===== src/rtl/dhj_pkg.sv =====
// Shared constants, types and helper functions of the DH Jacobian core.
package dhj_pkg;

  localparam int unsigned MAX_JOINTS   = 8;
  localparam int unsigned CNT_W        = $clog2(MAX_JOINTS + 1);
  localparam int unsigned JIDX_W       = (MAX_JOINTS > 1) ? $clog2(MAX_JOINTS) : 1;
  localparam int unsigned TAYLOR_TERMS = 10;
  localparam int unsigned TERM_IDX_W   = $clog2(2 * TAYLOR_TERMS);

  localparam logic signed [33:0] HALF_PI_Q28 = 34'sd421657428;
  localparam logic        [31:0] ONE_Q30     = 32'h4000_0000;

  typedef enum logic {
    CMD_APPLY,
    CMD_EMIT
  } cmd_kind_e;

  // One queued command from the front end to the transform engine.
  typedef struct packed {
    cmd_kind_e           kind;
    logic                last;
    logic                ovf;
    logic signed [32:0]  theta;
    logic signed [31:0]  d;
    logic signed [31:0]  a;
    logic signed [31:0]  alpha;
  } dhj_cmd_t;

  // Series divisors: the sine terms first, then the cosine terms.
  localparam logic [8:0] TermDivisor [2*TAYLOR_TERMS] = '{
    9'd6,   9'd20,  9'd42,  9'd72,  9'd110, 9'd156, 9'd210, 9'd272, 9'd342, 9'd420,
    9'd2,   9'd12,  9'd30,  9'd56,  9'd90,  9'd132, 9'd182, 9'd240, 9'd306, 9'd380
  };

  localparam logic [5:0] TermShift [2*TAYLOR_TERMS] = '{
    6'd34, 6'd36, 6'd37, 6'd38, 6'd38, 6'd39, 6'd39, 6'd40, 6'd40, 6'd40,
    6'd32, 6'd35, 6'd36, 6'd37, 6'd38, 6'd39, 6'd39, 6'd39, 6'd40, 6'd40
  };

  // Reciprocals floor(2^shift / divisor); the quotient is then off by at most two.
  localparam logic [31:0] TermRecip [2*TAYLOR_TERMS] = '{
    32'((64'd1 << 34) / 64'd6),   32'((64'd1 << 36) / 64'd20),
    32'((64'd1 << 37) / 64'd42),  32'((64'd1 << 38) / 64'd72),
    32'((64'd1 << 38) / 64'd110), 32'((64'd1 << 39) / 64'd156),
    32'((64'd1 << 39) / 64'd210), 32'((64'd1 << 40) / 64'd272),
    32'((64'd1 << 40) / 64'd342), 32'((64'd1 << 40) / 64'd420),
    32'((64'd1 << 32) / 64'd2),   32'((64'd1 << 35) / 64'd12),
    32'((64'd1 << 36) / 64'd30),  32'((64'd1 << 37) / 64'd56),
    32'((64'd1 << 38) / 64'd90),  32'((64'd1 << 39) / 64'd132),
    32'((64'd1 << 39) / 64'd182), 32'((64'd1 << 39) / 64'd240),
    32'((64'd1 << 40) / 64'd306), 32'((64'd1 << 40) / 64'd380)
  };

  // Q2.30 product rounding: add half, then floor.
  function automatic logic signed [35:0] rnd30(input logic signed [65:0] p);
    logic signed [65:0] s;
    s = (p + 66'sd536870912) >>> 30;
    return s[35:0];
  endfunction

  function automatic logic signed [31:0] sat32(input logic signed [37:0] v);
    logic signed [31:0] r;
    if (v > 38'sd2147483647) begin
      r = 32'sh7fff_ffff;
    end else if (v < -38'sd2147483648) begin
      r = 32'sh8000_0000;
    end else begin
      r = v[31:0];
    end
    return r;
  endfunction

endpackage


===== src/rtl/dhj_intf.sv =====
// Joint input and Jacobian column output channel interfaces.
interface dhj_joint_if;
  logic               valid;
  logic               ready;
  logic signed [31:0] joint_angle;
  logic signed [31:0] angle_offset;
  logic signed [31:0] link_offset_d;
  logic signed [31:0] link_length_a;
  logic signed [31:0] link_twist;
  logic               final_joint;

  modport source (output valid, joint_angle, angle_offset, link_offset_d, link_length_a,
                  link_twist, final_joint, input ready);
  modport sink   (input valid, joint_angle, angle_offset, link_offset_d, link_length_a,
                  link_twist, final_joint, output ready);
endinterface



===== src/rtl/dhj_front.sv =====
// Front end: accepts joint words, counts capacity and queues commands.
module dhj_front import dhj_pkg::*; (
  input  logic         clk_i,
  input  logic         rst_ni,
  dhj_joint_if.sink    joint_i,
  output logic         cmd_valid_o,
  output dhj_cmd_t     cmd_o,
  input  logic         cmd_ready_i
);

  logic [CNT_W-1:0] count_q, count_d;
  logic             ovf_q, ovf_d;
  dhj_cmd_t         fifo_q [2];
  logic             wr_q, rd_q;
  logic [1:0]       fill_q;
  logic             accept, full, push, pop;
  dhj_cmd_t         entry;

  assign accept        = joint_i.valid & joint_i.ready;
  assign full          = (count_q == CNT_W'(MAX_JOINTS));
  // A joint beyond capacity is only queued when it closes the chain.
  assign push          = accept & (~full | joint_i.final_joint);
  assign pop           = cmd_valid_o & cmd_ready_i;
  assign joint_i.ready = (fill_q != 2'd2);
  assign cmd_valid_o   = (fill_q != 2'd0);
  assign cmd_o         = fifo_q[rd_q];

  always_comb begin
    entry.kind  = full ? CMD_EMIT : CMD_APPLY;
    entry.last  = joint_i.final_joint;
    entry.ovf   = ovf_q | full;
    entry.theta = {joint_i.joint_angle[31], joint_i.joint_angle}
                + {joint_i.angle_offset[31], joint_i.angle_offset};
    entry.d     = joint_i.link_offset_d;
    entry.a     = joint_i.link_length_a;
    entry.alpha = joint_i.link_twist;
  end

  always_comb begin
    count_d = count_q;
    ovf_d   = ovf_q;
    if (accept) begin
      if (joint_i.final_joint) begin
        count_d = '0;
        ovf_d   = 1'b0;
      end else begin
        ovf_d = ovf_q | full;
        if (!full) begin
          count_d = count_q + CNT_W'(1);
        end
      end
    end
  end

  always_ff @(posedge clk_i or negedge rst_ni) begin
    if (!rst_ni) begin
      count_q <= '0;
      ovf_q   <= 1'b0;
      wr_q    <= 1'b0;
      rd_q    <= 1'b0;
      fill_q  <= 2'd0;
    end else begin
      count_q <= count_d;
      ovf_q   <= ovf_d;
      if (push) begin
        wr_q <= ~wr_q;
      end
      if (pop) begin
        rd_q <= ~rd_q;
      end
      if (push && !pop) begin
        fill_q <= fill_q + 2'd1;
      end else if (pop && !push) begin
        fill_q <= fill_q - 2'd1;
      end
    end
  end

  always_ff @(posedge clk_i) begin
    if (push) begin
      fifo_q[wr_q] <= entry;
    end
  end

endmodule


===== src/flat_wrapper.sv =====
// flat-port wrapper written by rule: the top's interface ports become plain ports
module dhj_front_flat import dhj_pkg::*;
  (clk_i, rst_ni, cmd_valid_o, cmd_o, cmd_ready_i, joint_i_valid, joint_i_joint_angle, joint_i_angle_offset, joint_i_link_offset_d, joint_i_link_length_a, joint_i_link_twist, joint_i_final_joint, joint_i_ready);
  dhj_joint_if joint_i_i ();
  input  logic clk_i;
  input  logic rst_ni;
  output logic cmd_valid_o;
  output dhj_cmd_t cmd_o;
  input  logic cmd_ready_i;
  input wire logic [$bits(joint_i_i.valid)-1:0] joint_i_valid;
  input wire logic [$bits(joint_i_i.joint_angle)-1:0] joint_i_joint_angle;
  input wire logic [$bits(joint_i_i.angle_offset)-1:0] joint_i_angle_offset;
  input wire logic [$bits(joint_i_i.link_offset_d)-1:0] joint_i_link_offset_d;
  input wire logic [$bits(joint_i_i.link_length_a)-1:0] joint_i_link_length_a;
  input wire logic [$bits(joint_i_i.link_twist)-1:0] joint_i_link_twist;
  input wire logic [$bits(joint_i_i.final_joint)-1:0] joint_i_final_joint;
  output wire logic [$bits(joint_i_i.ready)-1:0] joint_i_ready;
  assign joint_i_i.valid = joint_i_valid;
  assign joint_i_i.joint_angle = joint_i_joint_angle;
  assign joint_i_i.angle_offset = joint_i_angle_offset;
  assign joint_i_i.link_offset_d = joint_i_link_offset_d;
  assign joint_i_i.link_length_a = joint_i_link_length_a;
  assign joint_i_i.link_twist = joint_i_link_twist;
  assign joint_i_i.final_joint = joint_i_final_joint;
  assign joint_i_ready = joint_i_i.ready;
  dhj_front u_core (.clk_i(clk_i), .rst_ni(rst_ni), .joint_i(joint_i_i), .cmd_valid_o(cmd_valid_o), .cmd_o(cmd_o), .cmd_ready_i(cmd_ready_i));
endmodule

===== config.mk =====
export PLATFORM = sky130hd
export DESIGN_NAME = dhj_front_flat
export DESIGN_NICKNAME = d
export VERILOG_FILES = /design/src/rtl/dhj_pkg.sv /design/src/rtl/dhj_intf.sv /design/src/rtl/dhj_front.sv /design/src/flat_wrapper.sv
export SDC_FILE = /design/constraint.sdc
export NUM_CORES = 1
export LEC_CHECK = 0
export ABC_AREA = 1
export BUFFER_PORTS_ARGS = -buffer_cell sky130_fd_sc_hd__clkbuf_2
export CORE_MARGIN = 2
export CORE_UTILIZATION = 49
export DETAILED_ROUTE_END_ITERATION = 6
export PLACE_DENSITY = 0.77
export SYNTH_ARGS = -nofsm -noshare
export SYNTH_HDL_FRONTEND = slang
export SYNTH_SLANG_ARGS = --single-unit

===== constraint.sdc =====
create_clock -name clk_i -period 6.62 [get_ports clk_i]
set_input_delay 1.324 -clock clk_i [delete_from_list [all_inputs] [get_ports clk_i]]
set_output_delay 1.324 -clock clk_i [all_outputs]
set_load 0.02 [all_outputs]

==> impl_metrics.py <==
metrics = {
    "worst_hold_path": {
        "hold-path-cell-count": 1,
        "whs_endpoint": "u_core.fill_q[0]$_DFFE_PN0P_",
        "hp-class": "reg -> reg",
        "hold_start": "u_core.fill_q[0]$_DFFE_PN0P_",
    },
    "sta": {
        "rsz0062_at_grt": "false",
        "setup-violations-final": 0,
        "tightest_slew_ns": 0.975,
        "fin_crit_sh": 0.650,
        "fmax_ghz": 0.232,
        "holdWs_ns": 0.504,
        "fin_skew_ns": 0.00910,
        "period_needed_ns": 4.31,
        "slew_viol_final": 0,
        "max_slew_margin": 0.350,
        "hold_violations": 0,
        "fin_setup_tns_ns": 0,
    },
    "synth": {
        "synth-seq-cells": 273,
        "yosys.area.top_type": "edfxtp_1",
        "netlist.area_leader.share": 0.637,
        "synthFlopType": "edfxtp_1",
        "netlist_area_sq_um": 12400,
        "synthTopCellsByArea": "edfxtp_1, nand2_1, inv_1",
        "synth_edf_count": 264,
        "synth_async_sr_flop_share": 0.0330,
        "synth.distinct_cells": 26,
        "synthTopCellsByCount": "nand2_1, edfxtp_1, inv_1",
        "netlist_instances": 1263,
        "ys_warn_count": 0,
        "yosysMostFrequentCell": "nand2_1",
        "syn_nets": 1464,
        "ys_seq_area_frac": 0.655,
        "syn_area_per_cell_sq_um": 9.85,
    },
    "die": {
        "design.core.area_sq_um": 25000,
        "start_util": 0.497,
        "dieHeight_um": 163,
        "rows": 58,
        "ios": 299,
        "fp.dieW_um": 163,
        "dieArea_sq_um": 26700,
    },
    "worst_setup_path": {
        "timing.rr.start": "u_core.count_q[0]$_DFFE_PN0P_",
        "ff2ff_path_depth": 8,
        "path_class": "reg -> out",
        "crit_chain": "inv_4, buf_4, nand2_1, nand2_1, clkbuf_2",
        "cp_max_fo": 71,
        "endpoint_kind": "output port",
        "r2r-end": "u_core.fifo_q[0][123]$_DFFE_PP_",
        "cp_data_arrival_time_ns": 2.98,
        "crit_family": "buffers and inverters",
        "cp_num_buf_inv": 3,
        "worst_path_largest_cell_delay_ns": 0.70,
        "critPathMostFrequentCell": "nand2_1",
        "crit_slowest_cell": "dfrtp_4",
        "start_kind": "register",
        "cp.required_ns": 5.30,
        "r2r_slack_ns": 4.03,
    },
    "status": {
        "status": "finished clean",
    },
    "routing": {
        "routed_wl_mm": 27.0,
        "drtIter0Drc": 771,
        "route.detailed.drc": 0,
        "firstDrtPassIters": 5,
        "via_per_inst": 4.82,
        "routedWlPerCell_um": 14.1,
        "ant_nets": 0,
        "num_vias": 9218,
    },
    "grt": {
        "grt-ovfl-total": 0,
        "grt_pass1_vias": 8298,
        "grt_pass1_wl_mm": 41.2,
        "grt_use_total": 0.196,
        "grt_max_degree": 120,
        "antenna_found_initial": 1,
    },
    "power_and_ir_drop": {
        "switching_power_w": 0.00255,
        "combPwrFrac": 0.384,
        "power_frac_clock": 0.199,
        "p_int_w": 0.00394,
        "p_leak_nw": 7.35,
        "pwr-share-seq": 0.417,
        "netSwitchingFraction": 0.393,
        "powerDensity_nw_per_um2": 431,
        "vdd_ir_drop_max_mv": 0.233,
    },
    "clocking": {
        "insertion_delay_ns": 0.51,
        "cts_max_level": 1,
        "postCtsSetupRepairBufs": 0,
        "path_clk_slew_ns": 0.06,
        "cts_hold_buf": 0,
        "clockRootBuffer": "clkbuf_16",
        "post_cts_resized": 0,
        "clk_path_buf_depth": 3,
        "cts_tree": "yes",
        "cts_buffers": 25,
        "cts.sinks": 273,
    },
    "placed_design": {
        "post-dp-hpwl_mm": 19.6,
        "gp_congestion": 0.867,
        "io_buffers": 298,
    },
    "finish": {
        "drive_above_1_share": 0.224,
        "fillers": 2063,
        "antennaDiodeCount": 0,
        "nets": 1765,
        "area_growth_pct": 20.8,
    },
    "job": {
        "max_cap_viol_count": 0,
    },
}
[worst reg2reg max path, cell delays in order (launching register included)]
cell     delay [ns]
dfrtp_1        0.37
inv_1          0.08
ha_1           0.19
nand3_1        0.07
inv_1          0.09
nor2_2         0.19
nor2_2         0.12
nor2_4         0.39
buf_12         0.48
[logic make-up after synthesis]
logic type,share of synthesized area
AND/OR/NAND/NOR,0.231
AO/OA/AOI/OAI,0.0134
adder cells (fa/ha/maj),0.0368
buffers and inverters,0.0504
flip-flops,0.655
XOR/XNOR,0.0127
[sequential cells by signal, summed over array words and instances, names as in the netlist]
signal,flops
u_core.count_q,4
u_core.fifo_q,264
u_core.fill_q,2
u_core.ovf_q,1
u_core.rd_q,1
u_core.wr_q,1
[layout make-up]
type                       count  area, sq um  share of cell area
sequential                   273         8160               0.543
multi-input combinational    827         3670               0.245
timing repair buffer         303         1540               0.103
clock buffer                  32          652              0.0434
inverter                     134          505              0.0336
tap                          330          413              0.0275
clock inverter                12         81.3             0.00541
[through the flow]
stage                     worst slack [ns]  instances   util  instance area [sq um]  total power [W]
after CTS                             2.24       1911  0.600                  15000          0.00655
after global placement                2.84       1867  0.571                  14300          0.00520
after global routing                  2.10       1911  0.600                  15000          0.00686
after floorplan                       1.07       1263      -                  12400          0.00439
final                                 2.31       1911  0.600                  15000          0.00648
after detailed placement              2.82       1867  0.571                  14300          0.00525
[routing by layer]
| metal | wire [um] | global-route usage | vias up |
|---|---|---|---|
| met5 | 11 | 0 | - |
| met4 | 824 | 0.0696 | 2 |
| met3 | 2290 | 0.0345 | 55 |
| met2 | 12900 | 0.330 | 360 |
| met1 | 11000 | 0.257 | 4159 |
| li1 | - | - | 4642 |
[placed cells by master (no fill, tap or decap), drive strengths merged]
master  count
a21o        1
clkinv     10
o21bai      1
xnor2       2
nand2     656
nand4       3
nor2       49
o21a        2
nand3      29
edfxtp    264
a21oi      23
o21ai       3
buf         5
dfrtp       9
or2         1
nor3        4
inv       135
bufinv      1
a31oi       1
xor2       16
fa          1
ha         35
clkbuf    330
[power by group through the flow]
| stage | combinational, W | sequential, W | clock, W |
|---|---|---|---|
| floorplan | 0.00168 | 0.00271 | 0 |
| global placement | 0.00248 | 0.00272 | 0 |
| detailed placement | 0.00252 | 0.00274 | 0 |
| CTS | 0.00252 | 0.00270 | 0.00132 |
| global route | 0.00273 | 0.00275 | 0.00138 |
| finish | 0.00249 | 0.00270 | 0.00129 |
[how the worst max path moves through the flow]
stage | to | depth (start not counted) | start | slack, ns
after global placement | cmd_o[9] | 5 | u_core.rd_q$_DFFE_PN0P_ | 2.84
after CTS | cmd_o[51] | 5 | u_core.rd_q$_DFFE_PN0P_ | 2.24
after floorplan | u_core.fifo_q[1][0]$_DFFE_PP_ | 4 | joint_i_valid | 1.07
after detailed placement | cmd_o[70] | 5 | u_core.rd_q$_DFFE_PN0P_ | 2.82
after global routing | cmd_o[37] | 5 | u_core.rd_q$_DFFE_PN0P_ | 2.10
final | cmd_o[79] | 5 | u_core.rd_q$_DFFE_PN0P_ | 2.31
Note: power is estimated with default switching activity, not from simulation.
